### src/design/bmp_rle8_pkg.sv
// Shared types and constants for the 8-bit bitmap pixel-data decoder.
package bmp_rle8_pkg;

  localparam int DATA_W    = 8;
  localparam int CFG_W     = 13;
  localparam int CFG_IDX_W = 2;
  localparam int ADDR_W    = 24;
  localparam int OUT_W     = 40;

  // Configuration register indexes
  localparam logic [CFG_IDX_W-1:0] REG_WIDTH  = 2'd0;
  localparam logic [CFG_IDX_W-1:0] REG_HEIGHT = 2'd1;
  localparam logic [CFG_IDX_W-1:0] REG_MODE   = 2'd2;

  // Second byte of an escape pair (first byte zero)
  localparam logic [DATA_W-1:0] ESC_EOL   = 8'd0;
  localparam logic [DATA_W-1:0] ESC_EOB   = 8'd1;
  localparam logic [DATA_W-1:0] ESC_DELTA = 8'd2;

  // Parser phase of the compressed stream
  typedef enum logic [2:0] {
    PH_CMD,
    PH_CODE,
    PH_DX,
    PH_DY,
    PH_LIT,
    PH_PAD,
    PH_DONE
  } phase_t;

  // Datapath operation selected by the controller each cycle
  typedef enum logic [2:0] {
    OP_NONE,
    OP_LATCH,
    OP_MUL_RST,
    OP_LOAD_RST,
    OP_STEP,
    OP_DY_SUB,
    OP_RUN,
    OP_FIN
  } dp_op_t;

  typedef enum logic [2:0] {
    S_IDLE,
    S_MUL,
    S_RST,
    S_STEP,
    S_DY,
    S_RUN,
    S_FIN
  } ctl_state_t;

  // Status from datapath to controller
  typedef struct packed {
    logic phase_done;
    logic rst_neg;
    logic step_run;
    logic step_dy;
    logic run_last;
    logic run_stall;
    logic out_busy;
  } dp_stat_t;

endpackage

### src/design/bmp_rle8_ctrl.sv
// Sequencer that steps the datapath through one input byte at a time.
module bmp_rle8_ctrl (
  input  logic                    clk,
  input  logic                    rst_n,
  input  logic                    in_valid,
  input  logic                    in_first,
  input  bmp_rle8_pkg::dp_stat_t  stat,
  output logic                    in_ready,
  output bmp_rle8_pkg::dp_op_t    op
);
  import bmp_rle8_pkg::*;

  ctl_state_t state_r, state_nxt;

  always_ff @(posedge clk) begin
    if (!rst_n) begin
      state_r <= S_IDLE;
    end else begin
      state_r <= state_nxt;
    end
  end

  always_comb begin
    state_nxt = state_r;
    case (state_r)
      S_IDLE: begin
        if (in_valid) begin
          if (in_first) begin
            state_nxt = S_MUL;
          end else if (!stat.phase_done) begin
            state_nxt = S_STEP;
          end
        end
      end
      S_MUL: state_nxt = S_RST;
      S_RST: begin
        // zero height ends at once: skip decoding the byte
        state_nxt = stat.rst_neg ? S_FIN : S_STEP;
      end
      S_STEP: begin
        if (stat.step_run) begin
          state_nxt = S_RUN;
        end else if (stat.step_dy) begin
          state_nxt = S_DY;
        end else begin
          state_nxt = S_FIN;
        end
      end
      S_DY: state_nxt = S_FIN;
      S_RUN: begin
        if (!stat.run_stall && stat.run_last) begin
          state_nxt = S_FIN;
        end
      end
      S_FIN: begin
        if (!stat.out_busy) begin
          state_nxt = S_IDLE;
        end
      end
      default: state_nxt = S_IDLE;
    endcase
  end

  always_comb begin
    op       = OP_NONE;
    in_ready = 1'b0;
    case (state_r)
      S_IDLE: begin
        in_ready = 1'b1;
        op       = in_valid ? OP_LATCH : OP_NONE;
      end
      S_MUL:  op = OP_MUL_RST;
      S_RST:  op = OP_LOAD_RST;
      S_STEP: op = OP_STEP;
      S_DY:   op = OP_DY_SUB;
      S_RUN:  op = stat.run_stall ? OP_NONE : OP_RUN;
      S_FIN:  op = stat.out_busy ? OP_NONE : OP_FIN;
      default: op = OP_NONE;
    endcase
  end

endmodule

### src/design/bmp_rle8_dp.sv
// Decoder datapath: configuration, parser state, segment builder, output register.
module bmp_rle8_dp #(
  parameter int MAX_WIDTH  = 4096,
  parameter int MAX_HEIGHT = 4096
) (
  input  logic                                   clk,
  input  logic                                   rst_n,
  input  bmp_rle8_pkg::dp_op_t                   op,
  output bmp_rle8_pkg::dp_stat_t                 stat,
  input  logic [bmp_rle8_pkg::DATA_W-1:0]        in_byte,
  input  logic                                   in_final,
  input  logic                                   cfg_valid,
  input  logic [bmp_rle8_pkg::CFG_IDX_W-1:0]     cfg_index,
  input  logic [bmp_rle8_pkg::CFG_W-1:0]         cfg_data,
  output logic [bmp_rle8_pkg::OUT_W-1:0]         out_data,
  output logic                                   out_done,
  output logic                                   out_last,
  output logic                                   out_valid,
  input  logic                                   out_ready
);
  import bmp_rle8_pkg::*;

  localparam int CapW = (MAX_WIDTH > 8191) ? 8191 : MAX_WIDTH;
  localparam int CapH = (MAX_HEIGHT > 8191) ? 8191 : MAX_HEIGHT;
  localparam logic [CFG_W-1:0] CAP_W = CapW[CFG_W-1:0];
  localparam logic [CFG_W-1:0] CAP_H = CapH[CFG_W-1:0];
  localparam logic [CFG_W-1:0] MIN_W = 13'd8;

  localparam logic [15:0] COL_MAX = 16'hFFFF;

  // configuration
  logic [CFG_W-1:0] width_r, height_r;
  logic             rle_r;

  // parser state
  phase_t              phase_r, phase_nxt;
  logic [7:0]          first_code_r, first_code_nxt;
  logic [7:0]          pend_r, pend_nxt;
  logic signed [26:0]  rbase_r, rbase_nxt;
  logic [15:0]         col_r, col_nxt;
  logic                jw_r, jw_nxt;
  logic                pad_r, pad_nxt;
  logic                eob_r, eob_nxt;
  logic                final_r, final_nxt;

  // work registers
  logic [7:0]          byte_r, byte_nxt;
  logic [7:0]          rem_r, rem_nxt;
  logic signed [26:0]  prod_r, prod_nxt;

  // pending segment, held back one step so its last flag is known
  logic                pv_r, pv_nxt;
  logic [ADDR_W-1:0]   paddr_r, paddr_nxt;
  logic [7:0]          plen_r, plen_nxt;

  // output register
  logic                ov_r, ov_nxt;
  logic [ADDR_W-1:0]   oaddr_r, oaddr_nxt;
  logic [7:0]          olen_r, olen_nxt;
  logic [7:0]          ocol_r, ocol_nxt;
  logic                odone_r, odone_nxt;
  logic                olast_r, olast_nxt;

  logic [CFG_W-1:0]    eff_w, eff_h;
  logic signed [26:0]  w_s;
  logic signed [13:0]  h_m1, mul_b;
  logic signed [27:0]  mul_p;
  logic [13:0]         scan;
  logic [15:0]         col_inc, col_run;
  logic [16:0]         col_sum;
  logic                col_ge_w, rb_neg, out_busy, in_image;
  logic [CFG_W-1:0]    room;
  logic                rem_fits;
  logic [7:0]          chunk;
  logic [ADDR_W-1:0]   cur_addr;
  logic                ending;

  always_comb begin
    eff_w = (width_r < MIN_W) ? MIN_W : ((width_r > CAP_W) ? CAP_W : width_r);
    eff_h = (height_r > CAP_H) ? CAP_H : height_r;
    w_s   = $signed({14'd0, eff_w});
    h_m1  = $signed({1'b0, eff_h}) - 14'sd1;
    mul_b = (op == OP_MUL_RST) ? h_m1 : $signed({6'd0, byte_r});
    mul_p = $signed({1'b0, eff_w}) * mul_b;
    scan  = ({1'b0, eff_w} + 14'd3) & 14'h3FFC;

    col_inc  = (col_r == COL_MAX) ? col_r : col_r + 16'd1;
    col_sum  = {1'b0, col_r} + {9'd0, byte_r};
    col_ge_w = (col_r >= {3'd0, eff_w});
    rb_neg   = rbase_r[26];
    in_image = !rb_neg && !col_ge_w;
    cur_addr = rbase_r[ADDR_W-1:0] + {8'd0, col_r};
    out_busy = ov_r && !out_ready;

    room     = eff_w - col_r[CFG_W-1:0];
    rem_fits = ({5'd0, rem_r} <= room);
    chunk    = rem_fits ? rem_r : room[7:0];
    col_run  = col_r + {8'd0, chunk};
    ending   = eob_r || final_r || rb_neg;
  end

  always_comb begin
    stat.phase_done = (phase_r == PH_DONE);
    stat.rst_neg    = prod_r[26];
    stat.step_run   = rle_r && (phase_r == PH_CODE) && (first_code_r != 8'd0);
    stat.step_dy    = rle_r && (phase_r == PH_DY);
    stat.run_last   = col_ge_w ? (rem_r == 8'd1) : rem_fits;
    stat.run_stall  = !col_ge_w && !rb_neg && pv_r && out_busy;
    stat.out_busy   = out_busy;
  end

  always_comb begin
    phase_nxt      = phase_r;
    first_code_nxt = first_code_r;
    pend_nxt       = pend_r;
    rbase_nxt      = rbase_r;
    col_nxt        = col_r;
    jw_nxt         = jw_r;
    pad_nxt        = pad_r;
    eob_nxt        = eob_r;
    final_nxt      = final_r;
    byte_nxt       = byte_r;
    rem_nxt        = rem_r;
    prod_nxt       = prod_r;
    pv_nxt         = pv_r;
    paddr_nxt      = paddr_r;
    plen_nxt       = plen_r;
    ov_nxt         = ov_r && !out_ready;
    oaddr_nxt      = oaddr_r;
    olen_nxt       = olen_r;
    ocol_nxt       = ocol_r;
    odone_nxt      = odone_r;
    olast_nxt      = olast_r;

    case (op)
      OP_LATCH: begin
        byte_nxt  = in_byte;
        final_nxt = in_final;
        eob_nxt   = 1'b0;
      end
      OP_MUL_RST: begin
        prod_nxt = mul_p[26:0];
      end
      OP_LOAD_RST: begin
        rbase_nxt      = prod_r;
        col_nxt        = 16'd0;
        phase_nxt      = PH_CMD;
        first_code_nxt = 8'd0;
        pend_nxt       = 8'd0;
        jw_nxt         = 1'b0;
        pad_nxt        = 1'b0;
      end
      OP_STEP: begin
        prod_nxt = mul_p[26:0];
        if (!rle_r) begin
          // raw row copy, at most one segment per byte
          if (in_image) begin
            pv_nxt    = 1'b1;
            paddr_nxt = cur_addr;
            plen_nxt  = 8'd1;
          end
          if (col_inc >= {2'd0, scan}) begin
            col_nxt   = 16'd0;
            rbase_nxt = rbase_r - w_s;
          end else begin
            col_nxt = col_inc;
          end
        end else begin
          case (phase_r)
            PH_CMD: begin
              first_code_nxt = byte_r;
              phase_nxt      = PH_CODE;
            end
            PH_CODE: begin
              phase_nxt = PH_CMD;
              if (first_code_r != 8'd0) begin
                rem_nxt = first_code_r;
              end else if (byte_r == ESC_EOL) begin
                // skip end-of-line right after a wrap
                if (!jw_r) begin
                  col_nxt   = 16'd0;
                  rbase_nxt = rbase_r - w_s;
                end
              end else if (byte_r == ESC_EOB) begin
                eob_nxt = 1'b1;
              end else if (byte_r == ESC_DELTA) begin
                phase_nxt = PH_DX;
              end else begin
                pend_nxt  = byte_r;
                pad_nxt   = byte_r[0];
                phase_nxt = PH_LIT;
              end
            end
            PH_DX: begin
              col_nxt   = col_sum[16] ? COL_MAX : col_sum[15:0];
              phase_nxt = PH_DY;
            end
            PH_DY: begin
              phase_nxt = PH_CMD;
            end
            PH_LIT: begin
              if (in_image) begin
                pv_nxt    = 1'b1;
                paddr_nxt = cur_addr;
                plen_nxt  = 8'd1;
              end
              if (col_inc >= {3'd0, eff_w}) begin
                col_nxt   = 16'd0;
                rbase_nxt = rbase_r - w_s;
                jw_nxt    = 1'b1;
              end else begin
                col_nxt = col_inc;
                jw_nxt  = 1'b0;
              end
              pend_nxt = (pend_r != 8'd0) ? pend_r - 8'd1 : pend_r;
              if (pend_nxt == 8'd0) begin
                phase_nxt = pad_r ? PH_PAD : PH_CMD;
              end
            end
            default: phase_nxt = PH_CMD;
          endcase
        end
      end
      OP_DY_SUB: begin
        rbase_nxt = rbase_r - prod_r;
      end
      OP_RUN: begin
        if (col_ge_w) begin
          // pixel off the right edge: drop it and wrap
          col_nxt   = 16'd0;
          rbase_nxt = rbase_r - w_s;
          jw_nxt    = 1'b1;
          rem_nxt   = rem_r - 8'd1;
        end else begin
          if (!rb_neg) begin
            if (pv_r) begin
              ov_nxt    = 1'b1;
              oaddr_nxt = paddr_r;
              olen_nxt  = plen_r;
              ocol_nxt  = byte_r;
              odone_nxt = 1'b0;
              olast_nxt = 1'b0;
            end
            pv_nxt    = 1'b1;
            paddr_nxt = cur_addr;
            plen_nxt  = chunk;
          end
          if (col_run == {3'd0, eff_w}) begin
            col_nxt   = 16'd0;
            rbase_nxt = rbase_r - w_s;
            jw_nxt    = 1'b1;
          end else begin
            col_nxt = col_run;
            jw_nxt  = 1'b0;
          end
          rem_nxt = rem_r - chunk;
        end
      end
      OP_FIN: begin
        pv_nxt = 1'b0;
        if (pv_r) begin
          ov_nxt    = 1'b1;
          oaddr_nxt = paddr_r;
          olen_nxt  = plen_r;
          ocol_nxt  = byte_r;
          odone_nxt = ending;
          olast_nxt = 1'b1;
        end else if (ending) begin
          // end marker
          ov_nxt    = 1'b1;
          oaddr_nxt = '0;
          olen_nxt  = 8'd0;
          ocol_nxt  = 8'd0;
          odone_nxt = 1'b1;
          olast_nxt = 1'b1;
        end
        if (ending) begin
          phase_nxt = PH_DONE;
        end
      end
      default: ;
    endcase
  end

  // configuration writes
  always_ff @(posedge clk) begin
    if (!rst_n) begin
      width_r  <= 13'd8;
      height_r <= 13'd1;
      rle_r    <= 1'b0;
    end else if (cfg_valid) begin
      case (cfg_index)
        REG_WIDTH:  width_r  <= cfg_data;
        REG_HEIGHT: height_r <= cfg_data;
        REG_MODE:   rle_r    <= cfg_data[0];
        default: ;
      endcase
    end
  end

  always_ff @(posedge clk) begin
    if (!rst_n) begin
      phase_r      <= PH_CMD;
      first_code_r <= 8'd0;
      pend_r       <= 8'd0;
      rbase_r      <= '0;
      col_r        <= 16'd0;
      jw_r         <= 1'b0;
      pad_r        <= 1'b0;
      eob_r        <= 1'b0;
      final_r      <= 1'b0;
      pv_r         <= 1'b0;
      ov_r         <= 1'b0;
    end else begin
      phase_r      <= phase_nxt;
      first_code_r <= first_code_nxt;
      pend_r       <= pend_nxt;
      rbase_r      <= rbase_nxt;
      col_r        <= col_nxt;
      jw_r         <= jw_nxt;
      pad_r        <= pad_nxt;
      eob_r        <= eob_nxt;
      final_r      <= final_nxt;
      pv_r         <= pv_nxt;
      ov_r         <= ov_nxt;
    end
  end

  always_ff @(posedge clk) begin
    byte_r  <= byte_nxt;
    rem_r   <= rem_nxt;
    prod_r  <= prod_nxt;
    paddr_r <= paddr_nxt;
    plen_r  <= plen_nxt;
    oaddr_r <= oaddr_nxt;
    olen_r  <= olen_nxt;
    ocol_r  <= ocol_nxt;
    odone_r <= odone_nxt;
    olast_r <= olast_nxt;
  end

  assign out_valid = ov_r;
  assign out_data  = {ocol_r, olen_r, oaddr_r};
  assign out_done  = odone_r;
  assign out_last  = olast_r;

endmodule

### src/design/bmp_rle8_pixel_decoder.sv
// Top level of the 8-bit bitmap pixel-data decoder (raw and RLE8 rows).
//
// Feed the pixel-data bytes on the in_ stream: in_tuser marks the byte that
// restarts decoding at the bottom row, in_tlast the last byte available.
// Each byte yields zero or more fill segments on the out_ stream; out_tlast
// flags the last segment of a byte and out_tuser the one that ends the image.
// Write width, height and mode over cfg_ only while the block is idle.
//
// Bytes are decoded one at a time. An ordinary byte passes the accept,
// decode and finish steps: its segment enters the output register at the
// finish step, and the next byte can be taken once that step is done. A
// restart byte adds multiply and load steps for the shared multiplier that
// forms the bottom row base, a delta row byte adds a row subtraction step.
// An encoded run takes a run step per row it touches, a dropped pixel past
// the row end included. A single output register holds a finished segment;
// a new byte is accepted while it waits. A run step holds once a second
// segment is ready, and the finish step waits until the register is free.
// Reset returns to width 8, height 1, raw mode, bottom row, column zero,
// with no output pending.
module bmp_rle8_pixel_decoder #(
  parameter int MAX_WIDTH  = 4096,
  parameter int MAX_HEIGHT = 4096
) (
  input  logic                                clk,
  input  logic                                rst_n,
  input  logic                                in_tvalid,
  output logic                                in_tready,
  input  logic [7:0]                          in_tdata,   // [7:0] data_byte
  input  logic                                in_tuser,   // first_byte
  input  logic                                in_tlast,   // final_byte
  output logic                                out_tvalid,
  input  logic                                out_tready,
  // [23:0] start_address, [31:24] fill_length, [39:32] color_index
  output logic [bmp_rle8_pkg::OUT_W-1:0]      out_tdata,
  output logic                                out_tuser,  // image_done
  output logic                                out_tlast,  // last_of_run
  input  logic                                cfg_valid,
  output logic                                cfg_ready,
  input  logic [bmp_rle8_pkg::CFG_IDX_W-1:0]  cfg_index,
  input  logic [bmp_rle8_pkg::CFG_W-1:0]      cfg_data
);
  import bmp_rle8_pkg::*;

  dp_op_t   op;
  dp_stat_t stat;

  assign cfg_ready = 1'b1;

  bmp_rle8_ctrl u_ctrl (
    .clk      (clk),
    .rst_n    (rst_n),
    .in_valid (in_tvalid),
    .in_first (in_tuser),
    .stat     (stat),
    .in_ready (in_tready),
    .op       (op)
  );

  bmp_rle8_dp #(
    .MAX_WIDTH  (MAX_WIDTH),
    .MAX_HEIGHT (MAX_HEIGHT)
  ) u_dp (
    .clk       (clk),
    .rst_n     (rst_n),
    .op        (op),
    .stat      (stat),
    .in_byte   (in_tdata),
    .in_final  (in_tlast),
    .cfg_valid (cfg_valid),
    .cfg_index (cfg_index),
    .cfg_data  (cfg_data),
    .out_data  (out_tdata),
    .out_done  (out_tuser),
    .out_last  (out_tlast),
    .out_valid (out_tvalid),
    .out_ready (out_tready)
  );

endmodule

### config.mk
export PLATFORM = sky130hd
export DESIGN_NAME = bmp_rle8_pixel_decoder
export DESIGN_NICKNAME = d
export VERILOG_FILES = /design/src/design/bmp_rle8_pkg.sv /design/src/design/bmp_rle8_ctrl.sv /design/src/design/bmp_rle8_dp.sv /design/src/design/bmp_rle8_pixel_decoder.sv
export SDC_FILE = /design/constraint.sdc
export NUM_CORES = 1
export LEC_CHECK = 0
export ABC_AREA = 1
export BUFFER_PORTS_ARGS = -buffer_cell sky130_fd_sc_hd__buf_2
export CAP_MARGIN = 20
export CORE_MARGIN = 4
export CORE_UTILIZATION = 45
export CTS_BUF_LIST = sky130_fd_sc_hd__clkbuf_4 sky130_fd_sc_hd__clkbuf_8
export CTS_CLUSTER_DIAMETER = 40
export DETAILED_ROUTE_END_ITERATION = 7
export GPL_TIMING_DRIVEN = 0
export PLACE_DENSITY_LB_ADDON = 0.25
export SYNTH_ARGS = -nofsm -noshare
export SYNTH_HDL_FRONTEND = slang
export SYNTH_HIERARCHICAL = 1
export SYNTH_SLANG_ARGS = --single-unit
### constraint.sdc
create_clock -name clk -period 11.79 [get_ports clk]
set_clock_uncertainty 0.2 [all_clocks]
set_input_delay 2.358 -clock clk [delete_from_list [all_inputs] [get_ports clk]]
set_output_delay 2.358 -clock clk [all_outputs]
set_load 0.01 [all_outputs]
==> impl_metrics.py, run 1 <==
metrics = {
    "worst_setup_path": {
        "end_kind": "flop",
        "crit_start": "u_dp/width_r[11]$_SDFFE_PN0P_",
        "startpoint_type": "flop",
        "crit_family": "adder cells",
        "reg2reg_slack_ps": 610,
        "slowest_stage": "clkbuf_1",
        "r2r_start": "u_dp/width_r[11]$_SDFFE_PN0P_",
        "path_buf_inv": 10,
        "required_ps": 11910,
        "criticalPathCategory": "reg2reg",
        "slowest_delay_ps": 620,
        "cp_max_fo": 10,
        "critPathArrivalTime_ps": 11310,
    },
    "sta": {
        "drv_slew": 0,
        "setup_tns_ps": 0,
        "finalSetupViolCount": 0,
        "tightest_slew_ps": 1090,
        "max_freq_ghz": 0.0894,
        "maxSlewHeadroom_pct": 27.1,
        "finalWorstSetupSlack_ps": 606,
        "fin_crit_ps": 11180,
        "hold_viol_final": 0,
        "period_share_pct": 94.9,
        "rsz0062_at_grt": "no",
    },
    "die": {
        "dieArea_um2": 53000,
        "core_um2": 48800,
        "die_h_um": 230,
        "die_w_um": 230,
        "rows": 81,
        "initial_utilization_pct": 45.5,
        "ioPinCount": 75,
    },
    "worst_hold_path": {
        "hp-start": "u_dp/pad_r$_SDFFE_PN0P_",
        "holdCritPathClass": "reg2reg",
    },
    "logic_synthesis": {
        "synth_seq_area_share_pct": 24.6,
        "synth.net_count": 3368,
        "synth_ff_type": "edfxtp_1",
        "syn_area_um2": 22200,
        "synthDistinctLibCells": 61,
        "async_reset_ff_share_pct": 0,
        "postSynthAreaPerCell_um2": 7.47,
        "synth_edf_count": 117,
        "yosysWarnings": 6,
        "synth-seq-cells": 215,
        "synthCells": 2973,
    },
    "power_and_ir_drop": {
        "power.density_nw_per_um2": 270,
        "peakVddDrop_v": 0.000131,
        "p_leak_nw": 12.3,
    },
    "routing": {
        "vias": 20700,
        "viasPerCell": 5.44,
        "firstDrtPassIters": 6,
        "drt_wl_total_um": 71200,
        "drtIter0Drc": 1840,
        "routedWlPerCell_um": 18.7,
        "ant_nets": 0,
        "drc": 0,
    },
    "run": {
        "drv_cap": 0,
    },
    "finish": {
        "layout_commonest_cell": "nand2_1",
        "fin_area_um2": 24700,
        "drive_gt1_share_pct": 9.43,
        "syn2layout_area_growth_pct": 11.2,
        "stdcell_count": 3805,
        "nNetsFinal": 3498,
        "final_cell_mix": "nand2_1 (632), inv_1 (460), nor2_1 (326)",
    },
    "grt": {
        "grt_pass1_wl_um": 111000,
        "grt_max_degree": 33,
        "grt_antenna_before_repair": 1,
        "track_usage_pct": 26.6,
        "grt_pass1_vias": 19978,
        "overflow": 0,
    },
    "clocking": {
        "cts-buffers-inserted": 46,
        "clk_path_buf_depth": 3,
        "clock_latency_ps": 620,
        "clk_pin_slew_ps": 60,
        "cts_sinks": 215,
        "cts_tree": "done",
        "cts_max_level": 2,
        "root_buffer": "clkbuf_8",
    },
    "place": {
        "place.port_buffers": 73,
        "gp_congestion": 0.969,
        "hpwl_um": 57000,
        "dpl_cell_area_um2": 23500,
        "place_inst": 3714,
        "post-place-ws_ps": -1610,
    },
    "run_status": {
        "outcome": "finished, final reports clean",
    },
}
## per-stage QoR
stage               utilization [%]  power, W  hold WS, ps
finish                         50.6   0.00666          262
global route                   50.6   0.00731          293
CTS                            50.3   0.00662          258
detailed placement             48.1   0.00565          249
global placement               47.9   0.00553          239
floorplan                         -   0.00442          228
## tightest hold or removal path: cells and delay by family (launching register included)
family                 cells  cell delay [ps]
DFF                        1              310
buffers and inverters      1               50
AOI/OAI and AO/OA          1               60
## synthesized netlist by cell type (30+ instances only)
cell type | instances | area, µm²
nor3_1 | 37 | 185
xnor2_1 | 30 | 263
edfxtp_1 | 117 | 3510
nor2_1 | 327 | 1230
nand4_1 | 56 | 350
xor2_1 | 93 | 815
o21ai_0 | 139 | 696
nand3_1 | 110 | 551
ha_1 | 230 | 2880
nand2_1 | 636 | 2390
fa_1 | 135 | 2700
a21oi_1 | 209 | 1050
inv_1 | 463 | 1740
clkbuf_1 | 62 | 233
dfxtp_1 | 98 | 1960
## layer usage
layer / GRT usage [%] / vias to the layer above / routed length, µm
li1: - / 9912 / -
met1: 37.2 / 9851 / 31800
met2: 41.0 / 788 / 31300
met3: 4.46 / 149 / 5160
met4: 11.1 / 0 / 3060
met5: 0 / - / 0
## area by class of cell
type | instances | area (µm²)
Antenna cell | 1 | 2.50
Buffer | 81 | 398
Clock buffer | 56 | 708
Clock inverter | 29 | 317
Fill cell | 4872 | 24100
Inverter | 495 | 1880
Multi-Input combinational cell | 2180 | 14600
Sequential cell | 215 | 5480
Tap cell | 664 | 831
Timing Repair Buffer | 84 | 500
## where the power goes
| part | internal (W) | switching [W] |
|---|---|---|
| sequential | 0.00114 | 0.000202 |
| combinational | 0.00149 | 0.00292 |
| clock | 0.000534 | 0.000367 |
## kinds of logic after synthesis
| family | after synthesis | synth area share, % |
|---|---|---|
| flip-flops | 215 | 24.6 |
| adder cells (fa/ha/maj) | 365 | 25.1 |
| buffers and inverters | 578 | 10.1 |
| other | 2 | 0.0338 |
| XOR/XNOR | 124 | 4.95 |
| AND/OR/NAND/NOR | 1242 | 24.0 |
| AO/OA/AOI/OAI | 447 | 11.2 |
## worst paths after layout
kind | end | depth (start not counted)
setup / recovery | u_dp/prod_r[25]$_DFFE_PP_ | 41
setup reg to reg | u_dp/prod_r[25]$_DFFE_PP_ | 41
hold / removal | u_dp/pad_r$_SDFFE_PN0P_ | 2
hold reg to reg | u_dp/pad_r$_SDFFE_PN0P_ | 2
## registers in the layout, indices dropped and copies added, names as in the netlist, 13 cells and up
signal	count
u_dp/prod_r	27
u_dp/rbase_r	27
u_dp/oaddr_r	24
u_dp/paddr_r	24
u_dp/col_r	16
u_dp/height_r	13
u_dp/width_r	13
## what timing repair did
item,CTS,global route
setup endpoints to repair,18,8
gates resized for setup,29,30
endpoints found under the hold margin,0,0
pin swaps,1,3
hold buffers,0,0
buffers inserted,1,6
Note: power is estimated with default switching activity, not from simulation.
==> inputs of run 2 (changes only) <==
--- a/config.mk
+++ b/config.mk
@@ -8,6 +8,7 @@
 export ABC_AREA = 1
 export BUFFER_PORTS_ARGS = -buffer_cell sky130_fd_sc_hd__buf_2
 export CAP_MARGIN = 20
+export CORE_ASPECT_RATIO = 2
 export CORE_MARGIN = 4
 export CORE_UTILIZATION = 45
 export CTS_BUF_LIST = sky130_fd_sc_hd__clkbuf_4 sky130_fd_sc_hd__clkbuf_8
@@ -15,6 +16,7 @@
 export DETAILED_ROUTE_END_ITERATION = 7
 export GPL_TIMING_DRIVEN = 0
 export PLACE_DENSITY_LB_ADDON = 0.25
+export SKIP_LAST_GASP = 1
 export SYNTH_ARGS = -nofsm -noshare
 export SYNTH_HDL_FRONTEND = slang
 export SYNTH_HIERARCHICAL = 1
==> run 2 against run 1 <==
Net effect:
- via count rose by 1.3%
- non-clock buffer count unchanged
- total power rose by 0.64%
- combinational power grew 4%
- sequential share of layout area grew 0.22 points
- core utilization decreased by 0.27 points
- worst setup slack lost 260 ps
- largest cell class unchanged
==> impl_metrics.py, run 2 (synthesis results as in run 1) <==
metrics = {
    "sta": {
        "maxSlewHeadroom_pct": 22.4,
        "drv_slew": 0,
        "tightest_slew_ps": 1160,
        "rsz0062_at_grt": "no",
        "finalWorstSetupSlack_ps": 342,
        "max_freq_ghz": 0.0874,
        "period_share_pct": 97.1,
        "hold_viol_final": 0,
        "fin_crit_ps": 11450,
        "finalSetupViolCount": 0,
    },
    "worst_setup_path": {
        "startpoint_type": "flop",
        "reg2reg_slack_ps": 340,
        "critPathArrivalTime_ps": 11540,
        "cpMostUsedCell": "fa_1",
        "required_ps": 11880,
        "cp_max_fo": 10,
        "reg2regPathDepth": 40,
        "rr_endpoint": "u_dp/prod_r[23]$_DFFE_PP_",
        "slowest_delay_ps": 650,
        "criticalPathCategory": "reg2reg",
        "crit_path_end": "u_dp/prod_r[23]$_DFFE_PP_",
        "r2r_start": "u_dp/width_r[12]$_SDFFE_PN0P_",
        "crit_start": "u_dp/width_r[12]$_SDFFE_PN0P_",
        "slowest_stage": "xor2_1",
        "end_kind": "flop",
    },
    "finish": {
        "drive_gt1_share_pct": 9.35,
        "fillers": 4930,
        "final_cell_mix": "nand2_1 (631), inv_1 (460), nor2_1 (324)",
        "nNetsFinal": 3489,
        "reg_top3": "u_dp/prod_r: 27 flops, u_dp/rbase_r: 27 flops",
        "regArea_um2": 5480,
        "multi_input_area_um2": 14600,
        "syn2layout_area_growth_pct": 10.2,
        "stdcell_count": 3761,
        "layout_commonest_cell": "nand2_1",
    },
    "worst_hold_path": {
        "holdCritPathClass": "reg2reg",
    },
    "grt": {
        "track_usage_pct": 30.3,
        "grt_pass1_wl_um": 121000,
        "overflow": 0,
        "grt_pass1_vias": 21344,
        "grt_max_degree": 43,
        "grt_antenna_before_repair": 1,
    },
    "routing": {
        "drt_wl_total_um": 80900,
        "drc": 0,
        "ant_nets": 0,
        "drtIter0Drc": 1390,
        "vias": 20961,
        "viasPerCell": 5.57,
        "routedWlPerCell_um": 21.5,
        "firstDrtPassIters": 7,
    },
    "run_status": {
        "outcome": "finished, final reports clean",
    },
    "die": {
        "initial_utilization_pct": 45.7,
        "ioPinCount": 75,
        "dieArea_um2": 53200,
        "rows": 114,
        "die_h_um": 322,
        "core_um2": 48600,
        "die_w_um": 165,
    },
    "clocking": {
        "cts_sinks": 215,
        "root_buffer": "clkbuf_8",
        "clock_latency_ps": 600,
        "clk_pin_slew_ps": 70,
        "cts_tree": "done",
        "clk_path_buf_depth": 3,
        "cts_max_level": 2,
        "cts-buffers-inserted": 37,
        "postCtsHoldBufs": 0,
    },
    "place": {
        "gp_congestion": 1.13,
        "post-place-ws_ps": -2460,
        "hpwl_um": 66700,
        "place_inst": 3689,
        "place.port_buffers": 73,
    },
    "run": {
        "drv_cap": 0,
    },
    "power_and_ir_drop": {
        "power_w": 0.00670,
        "p_leak_nw": 12.2,
        "peakVddDrop_v": 0.000154,
        "power.density_nw_per_um2": 274,
    },
}
[run 2: changes by cell type in the layout (fill, tap and decap cells not counted), moves of 2 or more]
cell,change
nor2_2,+2
clkbuf_4,+4
buf_12,-2
clkinvlp_4,-3
a21oi_2,-2
buf_6,-2
nor2_1,-2
buf_4,+4
clkbuf_1,-3
inv_6,+3
bufinv_16,-3
clkbuf_8,-8
clkinv_1,-5
[run 2: where the power goes]
part | total, W | internal, W | switching, W
combinational | 0.00461 | 0.00153 | 0.00308
clock | 0.000743 | 0.000406 | 0.000337
sequential | 0.00135 | 0.00114 | 0.000210
total | 0.00670 | 0.00307 | 0.00363
[run 2: cell type report]
cell class / count / area share, %
sequential: 215 / 22.4
antenna: 1 / 0.0102
timing repair buffer: 87 / 2.07
inverter: 495 / 7.66
buffer: 78 / 1.58
multi-input combinational: 2180 / 59.8
clock buffer: 49 / 2.45
clock inverter: 18 / 0.782
tap: 638 / 3.26
[run 2: timing repair]
item	4_1_cts	5_1_grt
pin swaps	3	6
resized for setup	41	25
endpoints found under the setup margin	16	6
buffers inserted	4	5
endpoints found under the hold margin	0	0
[run 2: layer usage]
| layer | share of wire [%] | vias to the layer above | track usage (%) |
|---|---|---|---|
| li1 | - | 9872 | - |
| met1 | 31 | 9867 | 27.4 |
| met2 | 51 | 839 | 54.9 |
| met3 | 4.8 | 383 | 3.99 |
| met4 | 13 | 0 | 31.0 |
| met5 | 0 | - | 0 |
[run 2: critical path: cells and delay by family (launching register included)]
family	cells	cell delay [ps]
AOI/OAI and AO/OA	8	1650
and+or+nand+nor	13	2460
xor gates and xnor gates	1	650
buffers and inverters	10	1820
adders and majority gates	8	3970
DFF	1	350
[run 2: worst min path at each step]
stage                            start                       to  slack (ps)  depth (start not counted)
2_1_floorplan  u_dp/pad_r$_SDFFE_PN0P_  u_dp/pad_r$_SDFFE_PN0P_         230                          2
3_3_place_gp   u_dp/pad_r$_SDFFE_PN0P_  u_dp/pad_r$_SDFFE_PN0P_         240                          2
3_5_place_dp   u_dp/pad_r$_SDFFE_PN0P_  u_dp/pad_r$_SDFFE_PN0P_         250                          2
4_1_cts        u_dp/pad_r$_SDFFE_PN0P_  u_dp/pad_r$_SDFFE_PN0P_         260                          2
5_1_grt        u_dp/eob_r$_SDFFE_PN0P_  u_dp/eob_r$_SDFFE_PN0P_         290                          2
6_report       u_dp/pad_r$_SDFFE_PN0P_  u_dp/pad_r$_SDFFE_PN0P_         260                          2
[run 2: stage by stage]
step                      hold WS, ps  setup TNS, ps  util, %  instance area [µm²]
after floorplan                   228              0        -                22200
after global placement            242         -25800     48.1                23400
after detailed placement          249         -16010     48.2                23500
after CTS                         260              0     50.1                24400
after global routing              291              0     50.3                24500
final                             259              0     50.3                24500
